File: config.mk
export PLATFORM = sky130hd
export DESIGN_NAME = circular_deque
export DESIGN_NICKNAME = d
export VERILOG_FILES = /design/src/hdl/cd_pkg.sv /design/src/hdl/cd_ctrl.sv /design/src/hdl/cd_datapath.sv /design/src/hdl/circular_deque.sv
export SDC_FILE = /design/constraint.sdc
export NUM_CORES = 1
export LEC_CHECK = 0
export BUFFER_PORTS_ARGS = -buffer_cell sky130_fd_sc_hd__buf_2
export CELL_PAD_IN_SITES_DETAIL_PLACEMENT = 2
export CELL_PAD_IN_SITES_GLOBAL_PLACEMENT = 2
export CORE_ASPECT_RATIO = 1.1
export CORE_UTILIZATION = 44
export CTS_BUF_LIST = sky130_fd_sc_hd__clkbuf_8
export CTS_CLUSTER_DIAMETER = 150
export CTS_CLUSTER_SIZE = 30
export DETAILED_ROUTE_END_ITERATION = 7
export GPL_TIMING_DRIVEN = 0
export PLACE_DENSITY = 0.81
export SLEW_MARGIN = 20
export SYNTH_ARGS = -nofsm -noshare
export SYNTH_HDL_FRONTEND = slang
export SYNTH_HIERARCHICAL = 1
export SYNTH_SLANG_ARGS = --single-unit
export TNS_END_PERCENT = 30
File: constraint.sdc
create_clock -name clk -period 5.3 [get_ports clk]
set_clock_uncertainty 0.15 [all_clocks]
set_input_delay 0.53 -clock clk [delete_from_list [all_inputs] [get_ports clk]]
set_output_delay 0.53 -clock clk [all_outputs]
set_load 0.05 [all_outputs]
File: src/hdl/cd_pkg.sv
package cd_pkg;

  // Store geometry
  localparam int DEPTH  = 8;
  localparam int IDX_W  = (DEPTH > 1) ? $clog2(DEPTH) : 1;
  localparam int CNT_W  = $clog2(DEPTH + 1);
  localparam int DATA_W = 32;

  // Operation codes carried by cmd
  typedef enum logic [1:0] {
    CMD_INS_FRONT = 2'd0,
    CMD_INS_REAR  = 2'd1,
    CMD_DEL_FRONT = 2'd2,
    CMD_DEL_REAR  = 2'd3
  } cmd_t;

  // Result status codes
  typedef enum logic [1:0] {
    ST_DONE  = 2'd0,
    ST_FULL  = 2'd1,
    ST_EMPTY = 2'd2
  } status_t;

  // Controller states
  typedef enum logic [1:0] {
    S_IDLE   = 2'd0,
    S_READ   = 2'd1,
    S_RESULT = 2'd2
  } state_t;

  // Commands from controller to datapath
  typedef struct packed {
    logic exec;   // apply the operation on the input beat
    logic rd;     // fetch front and rear words from the store
  } cd_ctl_t;

endpackage

File: src/hdl/cd_ctrl.sv
module cd_ctrl
  import cd_pkg::*;
(
  input  logic    clk,
  input  logic    rst,
  input  logic    in_valid,
  output logic    in_stall,
  output logic    out_valid,
  input  logic    out_stall,
  output cd_ctl_t ctl
);

  state_t state;
  state_t state_next;

  // State register
  always_ff @(posedge clk) begin
    if (rst) begin
      state <= S_IDLE;
    end else begin
      state <= state_next;
    end
  end

  // Next state and commands
  always_comb begin
    state_next = state;
    ctl        = '0;
    in_stall   = 1'b1;
    out_valid  = 1'b0;
    case (state)
      S_IDLE: begin
        in_stall = 1'b0;
        if (in_valid) begin
          ctl.exec   = 1'b1;
          state_next = S_READ;
        end
      end
      S_READ: begin
        ctl.rd     = 1'b1;
        state_next = S_RESULT;
      end
      S_RESULT: begin
        out_valid = 1'b1;
        if (!out_stall) begin
          state_next = S_IDLE;
        end
      end
      default: begin
        state_next = S_IDLE;
      end
    endcase
  end

endmodule

File: src/hdl/cd_datapath.sv
module cd_datapath
  import cd_pkg::*;
(
  input  logic                     clk,
  input  logic                     rst,
  input  cd_ctl_t                  ctl,
  input  logic [1:0]               cmd,
  input  logic signed [DATA_W-1:0] value,
  output logic [1:0]               status,
  output logic [CNT_W-1:0]         count,
  output logic                     is_empty,
  output logic                     is_full,
  output logic signed [DATA_W-1:0] front_value,
  output logic signed [DATA_W-1:0] rear_value
);

  logic signed [DATA_W-1:0] mem [DEPTH];
  logic signed [DATA_W-1:0] rd_front;
  logic signed [DATA_W-1:0] rd_rear;

  logic [IDX_W-1:0] front_index, front_index_next;
  logic [IDX_W-1:0] rear_index, rear_index_next;
  logic [CNT_W-1:0] held_count, held_count_next;
  status_t          status_q, status_next;

  logic             wr_en;
  logic [IDX_W-1:0] wr_addr;
  logic             cur_empty, cur_full, is_ins;
  logic [IDX_W-1:0] front_prev, front_inc, rear_prev, rear_inc;

  // Circular index neighbors
  always_comb begin
    front_inc  = (front_index == IDX_W'(DEPTH - 1)) ? '0 : front_index + 1'b1;
    front_prev = (front_index == '0) ? IDX_W'(DEPTH - 1) : front_index - 1'b1;
    rear_inc   = (rear_index == IDX_W'(DEPTH - 1)) ? '0 : rear_index + 1'b1;
    rear_prev  = (rear_index == '0) ? IDX_W'(DEPTH - 1) : rear_index - 1'b1;
  end

  // Operation decode and next pointer values
  always_comb begin
    cur_empty        = (held_count == '0);
    cur_full         = (held_count == CNT_W'(DEPTH));
    is_ins           = (cmd == CMD_INS_FRONT) || (cmd == CMD_INS_REAR);
    front_index_next = front_index;
    rear_index_next  = rear_index;
    held_count_next  = held_count;
    status_next      = ST_DONE;
    wr_en            = 1'b0;
    wr_addr          = '0;
    if (is_ins) begin
      if (cur_full) begin
        status_next = ST_FULL;
      end else if (cur_empty) begin
        // first entry always lands in slot zero
        front_index_next = '0;
        rear_index_next  = '0;
        held_count_next  = CNT_W'(1);
        wr_en            = 1'b1;
        wr_addr          = '0;
      end else if (cmd == CMD_INS_FRONT) begin
        front_index_next = front_prev;
        held_count_next  = held_count + 1'b1;
        wr_en            = 1'b1;
        wr_addr          = front_prev;
      end else begin
        rear_index_next = rear_inc;
        held_count_next = held_count + 1'b1;
        wr_en           = 1'b1;
        wr_addr         = rear_inc;
      end
    end else begin
      if (cur_empty) begin
        status_next = ST_EMPTY;
      end else if (held_count == CNT_W'(1)) begin
        // last entry removed: pointers return home
        front_index_next = '0;
        rear_index_next  = '0;
        held_count_next  = '0;
      end else if (cmd == CMD_DEL_FRONT) begin
        front_index_next = front_inc;
        held_count_next  = held_count - 1'b1;
      end else begin
        rear_index_next = rear_prev;
        held_count_next = held_count - 1'b1;
      end
    end
  end

  // Pointer and count registers
  always_ff @(posedge clk) begin
    if (rst) begin
      front_index <= '0;
      rear_index  <= '0;
      held_count  <= '0;
    end else if (ctl.exec) begin
      front_index <= front_index_next;
      rear_index  <= rear_index_next;
      held_count  <= held_count_next;
    end
  end

  // Status of the last operation
  always_ff @(posedge clk) begin
    if (ctl.exec) begin
      status_q <= status_next;
    end
  end

  // Entry store: one write port
  always_ff @(posedge clk) begin
    if (ctl.exec && wr_en) begin
      mem[wr_addr] <= value;
    end
  end

  // Entry store: two registered read ports
  always_ff @(posedge clk) begin
    if (ctl.rd) begin
      rd_front <= mem[front_index];
      rd_rear  <= mem[rear_index];
    end
  end

  // Result fields
  assign status      = status_q;
  assign count       = held_count;
  assign is_empty    = (held_count == '0);
  assign is_full     = (held_count == CNT_W'(DEPTH));
  assign front_value = is_empty ? '0 : rd_front;
  assign rear_value  = is_empty ? '0 : rd_rear;

endmodule

File: src/hdl/circular_deque.sv
// Channel  | Handshake            | Beat contents
// ---------+----------------------+---------------------------------------------
// input    | in_valid / in_stall  | cmd, value
// output   | out_valid / out_stall| status, count, is_empty, is_full,
//          |                      | front_value, rear_value
//
// One operation at a time: accept, store access, result. The result beat
// is held while out_stall is high; the next item is taken the cycle after
// the result leaves.
// The two-read-port entry store sets the read cycle between update and result.
// Reset (rst, synchronous) empties the deque; store words are not cleared.
// in_stall is high whenever an operation is in flight.
module circular_deque
  import cd_pkg::*;
(
  input  logic                     clk,
  input  logic                     rst,
  input  logic                     in_valid,
  output logic                     in_stall,
  input  logic [1:0]               cmd,
  input  logic signed [DATA_W-1:0] value,
  output logic                     out_valid,
  input  logic                     out_stall,
  output logic [1:0]               status,
  output logic [CNT_W-1:0]         count,
  output logic                     is_empty,
  output logic                     is_full,
  output logic signed [DATA_W-1:0] front_value,
  output logic signed [DATA_W-1:0] rear_value
);

  cd_ctl_t ctl;

  cd_ctrl u_ctrl (
    .clk       (clk),
    .rst       (rst),
    .in_valid  (in_valid),
    .in_stall  (in_stall),
    .out_valid (out_valid),
    .out_stall (out_stall),
    .ctl       (ctl)
  );

  cd_datapath u_datapath (
    .clk         (clk),
    .rst         (rst),
    .ctl         (ctl),
    .cmd         (cmd),
    .value       (value),
    .status      (status),
    .count       (count),
    .is_empty    (is_empty),
    .is_full     (is_full),
    .front_value (front_value),
    .rear_value  (rear_value)
  );

endmodule

==> impl_metrics.tcl, run 1 <==
set metrics [dict create \
    status "finished with violations" \
    violated_checks "design-rule violations" \
    postSynth.topFlopCell "sky130_fd_sc_hd__edfxtp_1" \
    grt_first_pass_wirelength_um 59930 \
    root_buffer "sky130_fd_sc_hd__clkbuf_8" \
    critical_path_required_ps 5460 \
    grt_setup_unrepaired "no" \
    worstMarginPinSlew_ps 1110 \
    gp_congestion 0.7917 \
    ff2ff_path_depth 10 \
    insertion_delay_to_the_later_sink_of_the_worst_skew_pair_ps 590 \
    synth_edf_count 322 \
    critical-path-top-cell-by-count "sky130_fd_sc_hd__buf_2" \
    synth.ff_latch_count 334 \
    path_max_fanout 10 \
    period_minus_slack_ps 4490 \
    combPwrFrac 0.277 \
    timing.max_slew.rel_slack 0.2598 \
    critical_path.endpoint "u_datapath/mem[2][16]" \
    synth.area.mux_share 0.2504 \
    fp.dieArea_um2 35540 \
    slew_violations 0 \
    register_share_of_total_power 0.536 \
    cts_hold_fix_bufs 1 \
    post_place_setup_slack_ps 882.7 \
    detail_route.first_pass.iterations 8 \
    detail_route.wirelength_um 40720 \
    xor_xnor_share_of_the_synthesized_area 0.001144 \
    critPathArrivalTime_ps 4650 \
    syn_area_per_cell_um2 20.12 \
    synth-warning-count 6 \
    die-width_um 179.8 \
    synth.lib_cells_used.distinct 54 \
    max-clock-path-buffers 3 \
    tritoncts.num_buffers 15 \
    final_worst_setup_slack_ps 809.6 \
    ranking_of_synthesized_cells_by_area "sky130_fd_sc_hd__edfxtp_1 63%, sky130_fd_sc_hd__mux4_2 18%, sky130_fd_sc_hd__mux2_4 4.7%" \
    portion_of_the_post_synthesis_area_used_by_sequential_elements 0.6473 \
    timing.rr.start "u_datapath/rear_index[1]" \
    switching_share 0.3181 \
    post-synth-top-area-fraction 0.6316 \
    synth-async-reset-ratio 0 \
    drtAntennaViolNets 0 \
    critPathCaptureType "register" \
    share_clk_of_total_power 0.186 \
    timing.hold.worst.start "out_stall" \
    cts_setup_buffers 0 \
    hold_viol_final 0 \
    worst_ir_drop_vdd_mv 0.3560 \
    place.detailed.instances 1350 \
    finalNetCount 980 \
    antenna_violations_before_repair 3 \
    fraction_of_layout_instances_using_a_drive_strength_above_1 0.4254 \
    regToRegSetupSlack_ps 810 \
    synth_compound_gate_area_share 0.01782 \
    drt_drc_violations_left 10 \
    layout_cells_excl_fill 1377 \
    critical_path.reg2reg.endpoint "u_datapath/mem[2][16]" \
    pin_count_of_the_biggest_net_entering_global_routing 65 \
    post_synthesis_simple_gate_area_fraction 0.04798 \
    rows 71 \
    synth_nets 811 \
    track_usage 0.2329 \
    layout.filler_cells 3040 \
    final_core_utilization 0.4972 \
    worst_setup_hold_path_clk_slew_ps 180 \
    detailroute.via_count 8266 \
    synth_area_um2 15310 \
    synth_adder_area_share 0.009808 \
    buffer_ports.inserted 110 \
    worstSetupStartpoint "u_datapath/rear_index[1]" \
    die_height_um 197.6 \
    dp_hpwl_um 28960 \
    netSwitchingPower_mw 1.814 \
    wire_per_inst_um 29.57 \
    power-per-cell-area_nw_per_um2 335.3 \
    synth_top_cells_by_count "322 x sky130_fd_sc_hd__edfxtp_1, 123 x sky130_fd_sc_hd__mux4_2, 64 x sky130_fd_sc_hd__nor2b_1" \
    multi_input_area_um2 5049 \
    timing.hold.ws_ps 43.50 \
    worst_hold_path_type "in2reg" \
    htree_num_levels 1 \
    gr-total-overflow 0 \
    setup_viol_count_final 0 \
    fin_crit_sh 0.8472 \
    drt_iter0_markers 723 \
    static_leakage_power_nw 5.676 \
    ff_latch_area_um2 9910 \
    fmax_ghz 0.2227 \
    cts.repair.resized 0 \
    critical_path.max_stage_delay_ps 820 \
    cell_by_cell_listing_of_the_critical_path "buf_2 > buf_1 > inv_1 > ha_1 > nand2b_1 > mux2_2 > nor4_2 > buf_4 > buf_2 > buf_2" \
    crit_type "reg2reg" \
    drv_cap 0 \
    post-synth-top-count-cell "sky130_fd_sc_hd__edfxtp_1" \
    setup.worst_path.start_class "register" \
    tritoncts "yes" \
    route.detailed.vias_per_inst 6.003 \
    core_area_um2 34200 \
    area_growth_pct 11.07 \
    combinational_family_with_the_most_area_after_synthesis "multiplexers" \
    sinks_on_the_clock_net 334 \
    slowest_stage "sky130_fd_sc_hd__nor4_2" \
    grt_pass1_vias 9106 \
    start_util 0.4476 \
    syn-instance-count 761 \
    ioPinCount 112 \
    internal_power_mw 3.888 \
    post_synthesis_cell_type_with_the_largest_combined_area "sky130_fd_sc_hd__edfxtp_1" \
]
==> layout by cell type, fill, tap and decap left out, types with 2 or more instances in the layout <==
cell	netlist	layout
sky130_fd_sc_hd__a21oi_1	10	10
sky130_fd_sc_hd__o21ai_0	4	4
sky130_fd_sc_hd__mux2_4	48	48
sky130_fd_sc_hd__mux2i_1	2	2
sky130_fd_sc_hd__and2_1	2	2
sky130_fd_sc_hd__nor4_2	0	3
sky130_fd_sc_hd__nor2_1	7	7
sky130_fd_sc_hd__a211oi_1	3	3
sky130_fd_sc_hd__buf_6	2	3
sky130_fd_sc_hd__inv_1	10	19
sky130_fd_sc_hd__clkbuf_4	2	2
sky130_fd_sc_hd__buf_4	3	22
sky130_fd_sc_hd__buf_12	6	7
sky130_fd_sc_hd__nor4_1	6	3
sky130_fd_sc_hd__edfxtp_1	322	322
sky130_fd_sc_hd__or2_2	2	2
sky130_fd_sc_hd__clkbuf_1	19	19
sky130_fd_sc_hd__mux2_2	17	17
sky130_fd_sc_hd__nor3_2	0	4
sky130_fd_sc_hd__o31a_1	2	2
sky130_fd_sc_hd__mux4_1	5	5
sky130_fd_sc_hd__dfxtp_1	12	12
sky130_fd_sc_hd__o2111ai_1	2	2
sky130_fd_sc_hd__ha_1	12	12
sky130_fd_sc_hd__buf_2	12	142
sky130_fd_sc_hd__a2111oi_0	2	2
sky130_fd_sc_hd__o31ai_1	4	4
sky130_fd_sc_hd__nor3b_2	2	2
sky130_fd_sc_hd__nand2b_1	7	7
sky130_fd_sc_hd__mux4_2	123	123
sky130_fd_sc_hd__nand3b_1	2	2
sky130_fd_sc_hd__clkbuf_8	0	15
sky130_fd_sc_hd__a311oi_1	2	2
sky130_fd_sc_hd__nor3_1	14	10
sky130_fd_sc_hd__nor2b_1	64	64
sky130_fd_sc_hd__buf_1	7	7
sky130_fd_sc_hd__nand2_1	3	3
sky130_fd_sc_hd__and2b_2	2	2
==> cell type report <==
type / instances / share of cell area
diodes: 1 / 0.0001472
repair buffers: 152 / 0.04908
inverters: 10 / 0.002208
multi-input cells: 365 / 0.2969
clock inverters: 10 / 0.003753
plain buffers: 52 / 0.02075
flip-flops and latches: 334 / 0.5828
clock buffers: 15 / 0.01214
well taps: 438 / 0.03223
==> layer usage <==
layer / share of wire / GRT usage / vias to the layer above
met5: 0.00098 / 0 / -
met4: 0.025 / 0.07088 / 6
met3: 0.043 / 0.02452 / 66
met2: 0.53 / 0.4231 / 283
met1: 0.40 / 0.2947 / 4433
li1: - / - / 3478
==> worst min-delay path by stage <==
stage,end,slack (ps),cells past startpoint
floorplan,u_ctrl/state[1],340,2
global placement,u_ctrl/state[1],360,2
detailed placement,u_ctrl/state[1],380,2
CTS,u_datapath/mem[0][7],8,1
global route,u_datapath/mem[4][8],20,1
finish,u_ctrl/state[1],40,3
==> flip-flops by register name (all words and copies together) (netlist names) <==
register and flops:
u_datapath/count 4, u_datapath/rd_front 32, u_datapath/mem 256, u_datapath/status 2, u_datapath/rear_index 3, u_datapath/rd_rear 32, u_ctrl/state 2, u_datapath/front_index 3
==> kinds of logic after synthesis <==
family | count (synthesis)
compound gates | 38
simple gates | 118
xor+xnor | 2
flops | 334
fa+ha+maj | 12
mux | 195
buf+inv | 62
==> per-stage QoR <==
step | total power [mW] | instance area [um2] | setup TNS [ps]
2_1_floorplan | 4.239 | 15310 | -23310
6_report | 5.702 | 17000 | 0
3_3_place_gp | 4.639 | 16410 | -775030
4_1_cts | 5.761 | 17000 | 0
3_5_place_dp | 4.706 | 16720 | 0
5_1_grt | 5.886 | 17000 | 0
==> worst max-delay path: cells and delay by family (launching register included) <==
kind	cells	cell delay [ps]
buffers and inverters	6	1960
and+or+nand+nor	2	930
muxes	1	330
DFF	1	450
adders and majority gates	1	370
==> power groups by stage <==
stage | combinational (mW) | sequential [mW] | clock [mW]
after global routing | 1.66 | 3.07 | 1.16
final | 1.58 | 3.06 | 1.06
after CTS | 1.60 | 3.06 | 1.11
after global placement | 1.53 | 3.11 | 0
after detailed placement | 1.59 | 3.12 | 0
after floorplan | 1.12 | 3.12 | 0
Power figures use the tool's default switching activity.
==> run 2: changes to the inputs <==
--- a/config.mk
+++ b/config.mk
@@ -5,17 +5,18 @@
 export SDC_FILE = /design/constraint.sdc
 export NUM_CORES = 1
 export LEC_CHECK = 0
+export ABC_AREA = 1
 export BUFFER_PORTS_ARGS = -buffer_cell sky130_fd_sc_hd__buf_2
 export CELL_PAD_IN_SITES_DETAIL_PLACEMENT = 2
 export CELL_PAD_IN_SITES_GLOBAL_PLACEMENT = 2
 export CORE_ASPECT_RATIO = 1.1
-export CORE_UTILIZATION = 44
+export CORE_UTILIZATION = 40
 export CTS_BUF_LIST = sky130_fd_sc_hd__clkbuf_8
 export CTS_CLUSTER_DIAMETER = 150
 export CTS_CLUSTER_SIZE = 30
 export DETAILED_ROUTE_END_ITERATION = 7
 export GPL_TIMING_DRIVEN = 0
-export PLACE_DENSITY = 0.81
+export PLACE_DENSITY = 0.84
 export SLEW_MARGIN = 20
 export SYNTH_ARGS = -nofsm -noshare
 export SYNTH_HDL_FRONTEND = slang
==> constraint.sdc (replaced) <==
create_clock -name clk -period 4.4 [get_ports clk]
set_clock_uncertainty 0.15 [all_clocks]
set_input_delay 0.44 -clock clk [delete_from_list [all_inputs] [get_ports clk]]
set_output_delay 0.44 -clock clk [all_outputs]
set_load 0.05 [all_outputs]
==> run 2 against run 1 <==
The run now ends clean. Highest routed layer is now met4. Global-route usage grew 6.3 points. Clock-buffer cell count is the same. Final area increased by 5.3%. Hold slack worse by 20 ps. Utilization shrank 4.0 points. First-iteration DRC count grew 28%. Largest cell class unchanged.
==> impl_metrics.tcl, run 2 <==
set metrics [dict create \
    status "completed" \
    gr-total-overflow 0 \
    htree_num_levels 1 \
    timing.hold.ws_ps 23.11 \
    detail_route.wirelength_um 59540 \
    start_util 0.4063 \
    final_instance_area_um2 17910 \
    fmax_ghz 0.2411 \
    postSynth.topFlopCell "sky130_fd_sc_hd__edfxtp_1" \
    insertion_delay_to_the_later_sink_of_the_worst_skew_pair_ps 590 \
    worst_hold_path.num_cells 1 \
    cts.repair.resized 0 \
    timing.max_slew.rel_slack 0.3509 \
    buffer_ports.inserted 111 \
    die-width_um 192.2 \
    sinks_on_the_clock_net 334 \
    rows 76 \
    synth-warning-count 6 \
    synth_edf_count 322 \
    grtUsageMet1 0.3708 \
    grt_pass1_vias 14642 \
    detailroute.via_count 13173 \
    synth.ff_latch_count 334 \
    power-per-cell-area_nw_per_um2 420.9 \
    placed_cell_area_um2 17360 \
    critical_path_required_ps 4560 \
    worst_setup_hold_path_clk_slew_ps 190 \
    layout.filler_cells 4242 \
    family_of_cells_with_the_greatest_summed_delay_on_the_critical_path "buffers and inverters" \
    root_buffer "sky130_fd_sc_hd__clkbuf_8" \
    grt_first_pass_wirelength_um 89250 \
    critPathCaptureType "register" \
    critical_path.reg2reg.endpoint "u_datapath/mem[3][14]" \
    place.detailed.instances 2262 \
    critPathBufInv 4 \
    gp_congestion 0.8100 \
    diodes 0 \
    antenna_violations_before_repair 0 \
    mostFrequentLayoutCell "sky130_fd_sc_hd__edfxtp_1" \
    final_core_utilization 0.4571 \
    multi_input_area_um2 4872 \
    tritoncts "yes" \
    setup.worst_path.start_class "register" \
    regMostFlops "u_datapath/mem" \
    fin_tns_setup_ps 0 \
    syn_area_per_cell_um2 9.729 \
    route.detailed.vias_per_inst 5.698 \
    ff2ff_path_depth 10 \
    portion_of_the_post_synthesis_area_used_by_sequential_elements 0.6226 \
    post_place_setup_slack_ps 321.6 \
    total_power_mw 7.537 \
    pin_count_of_the_biggest_net_entering_global_routing 65 \
    drtAntennaViolNets 0 \
    die_height_um 211.2 \
    finalNetCount 1852 \
    ioPinCount 112 \
    grt.met3_usage 0.02874 \
    grt_setup_unrepaired "no" \
    cell_by_cell_listing_of_the_critical_path "buf_2 > buf_1 > inv_1 > ha_1 > o21ai_0 > nand4_1 > nand2_1 > nand3_1 > nor2_4 > buf_16" \
    tritoncts.num_buffers 15 \
    synth.lib_cells_used.distinct 29 \
    drt_iter0_markers 926 \
    timing.rr.start "u_datapath/front_index[1]" \
    layout_cells_excl_fill 2312 \
    fp.dieArea_um2 40590 \
    regToRegSetupSlack_ps 250 \
    period_minus_slack_ps 4147 \
    hold_viol_final 0 \
    synth_area_um2 15920 \
    slew_violations 0 \
    syn-instance-count 1636 \
    synth_nets 1686 \
    worst_hold_path_type "in2reg" \
    groute.layer.met2.usage 0.5243 \
    busiest_layer "met2" \
    post-synth-top-area-fraction 0.6075 \
    area_growth_pct 12.51 \
    static_leakage_power_nw 6.857 \
    worstMarginPinSlew_ps 973.7 \
    drt_drc_violations_left 0 \
    crit_type "reg2reg" \
    largest_register_ff_count 256 \
    post-synth-top-count-cell "sky130_fd_sc_hd__edfxtp_1" \
    final_cell_mix "322 x sky130_fd_sc_hd__edfxtp_1, 300 x sky130_fd_sc_hd__o21ai_0, 243 x sky130_fd_sc_hd__nand2_1" \
    fin_crit_sh 0.9426 \
    critPathArrivalTime_ps 4310 \
    slowest_stage "sky130_fd_sc_hd__nor2_4" \
    critical_path.max_stage_delay_ps 670 \
    max-clock-path-buffers 3 \
    path_max_fanout 17 \
    cts_setup_buffers 0 \
    dp_hpwl_um 41790 \
    cts_hold_fix_bufs 30 \
    wire_per_inst_um 25.75 \
    worstSetupStartpoint "u_datapath/front_index[1]" \
    reg_top3 "u_datapath/mem (256), u_datapath/rd_front (32), u_datapath/rd_rear (32)" \
    synth_top_cells_by_count "322 x sky130_fd_sc_hd__edfxtp_1, 300 x sky130_fd_sc_hd__o21ai_0, 243 x sky130_fd_sc_hd__nand2_1" \
    timing.hold.worst.start "value[31]" \
    timing.hold.worst_endpoint "u_datapath/mem[6][31]" \
    setup_viol_count_final 0 \
    final_worst_setup_slack_ps 252.6 \
    synth-async-reset-ratio 0 \
    post_synthesis_cell_type_with_the_largest_combined_area "sky130_fd_sc_hd__edfxtp_1" \
    ranking_of_synthesized_cells_by_area "sky130_fd_sc_hd__edfxtp_1 61%, sky130_fd_sc_hd__o21ai_0 9.4%, sky130_fd_sc_hd__nand2_1 5.7%" \
    drv_cap 0 \
    worst_ir_drop_vdd_mv 0.2801 \
    core_area_um2 39180 \
    detail_route.first_pass.iterations 5 \
    ff_latch_area_um2 9910 \
    fraction_of_layout_instances_using_a_drive_strength_above_1 0.1213 \
    track_usage 0.2960 \
]
run 2: cells by family after synthesis:
logic type / synth area share
buffers and inverters: 0.07507
XOR/XNOR: 0.002201
adder cells (fa/ha/maj): 0.009433
AO/OA/AOI/OAI: 0.1670
AND/OR/NAND/NOR: 0.1237
flip-flops: 0.6226
run 2: worst max-delay path by stage:
stage	endpoint	slack (ps)	cells after the start
3_3_place_gp	u_datapath/mem[1][15]	-1500	9
2_1_floorplan	u_datapath/mem[6][0]	740	7
4_1_cts	u_datapath/mem[3][11]	280	10
6_report	u_datapath/mem[3][14]	250	10
5_1_grt	u_datapath/mem[3][5]	120	10
3_5_place_dp	u_datapath/mem[3][15]	320	10
run 2: power by group:
| part | switching (mW) | total, mW | internal (mW) | leakage, nW |
|---|---|---|---|---|
| logic | 1.89 | 2.50 | 0.603 | 3.69 |
| registers | 0.0583 | 3.73 | 3.67 | 3.02 |
| clock network | 0.979 | 1.31 | 0.333 | 0.141 |
run 2: layer usage:
| layer | vias to the layer above | wire, um |
|---|---|---|
| met5 | - | 0 |
| met2 | 405 | 30130 |
| met3 | 131 | 2661 |
| met1 | 6755 | 24440 |
| li1 | 5882 | - |
| met4 | 0 | 2303 |
run 2: final cells by class:
cell class,count,share of cell area
inverter,152,0.03186
clock buffer,15,0.01153
sequential,334,0.5533
buffer,108,0.03486
clock inverter,5,0.002515
multi-input combinational,1042,0.2721
tap,507,0.03542
timing repair buffer,149,0.05841
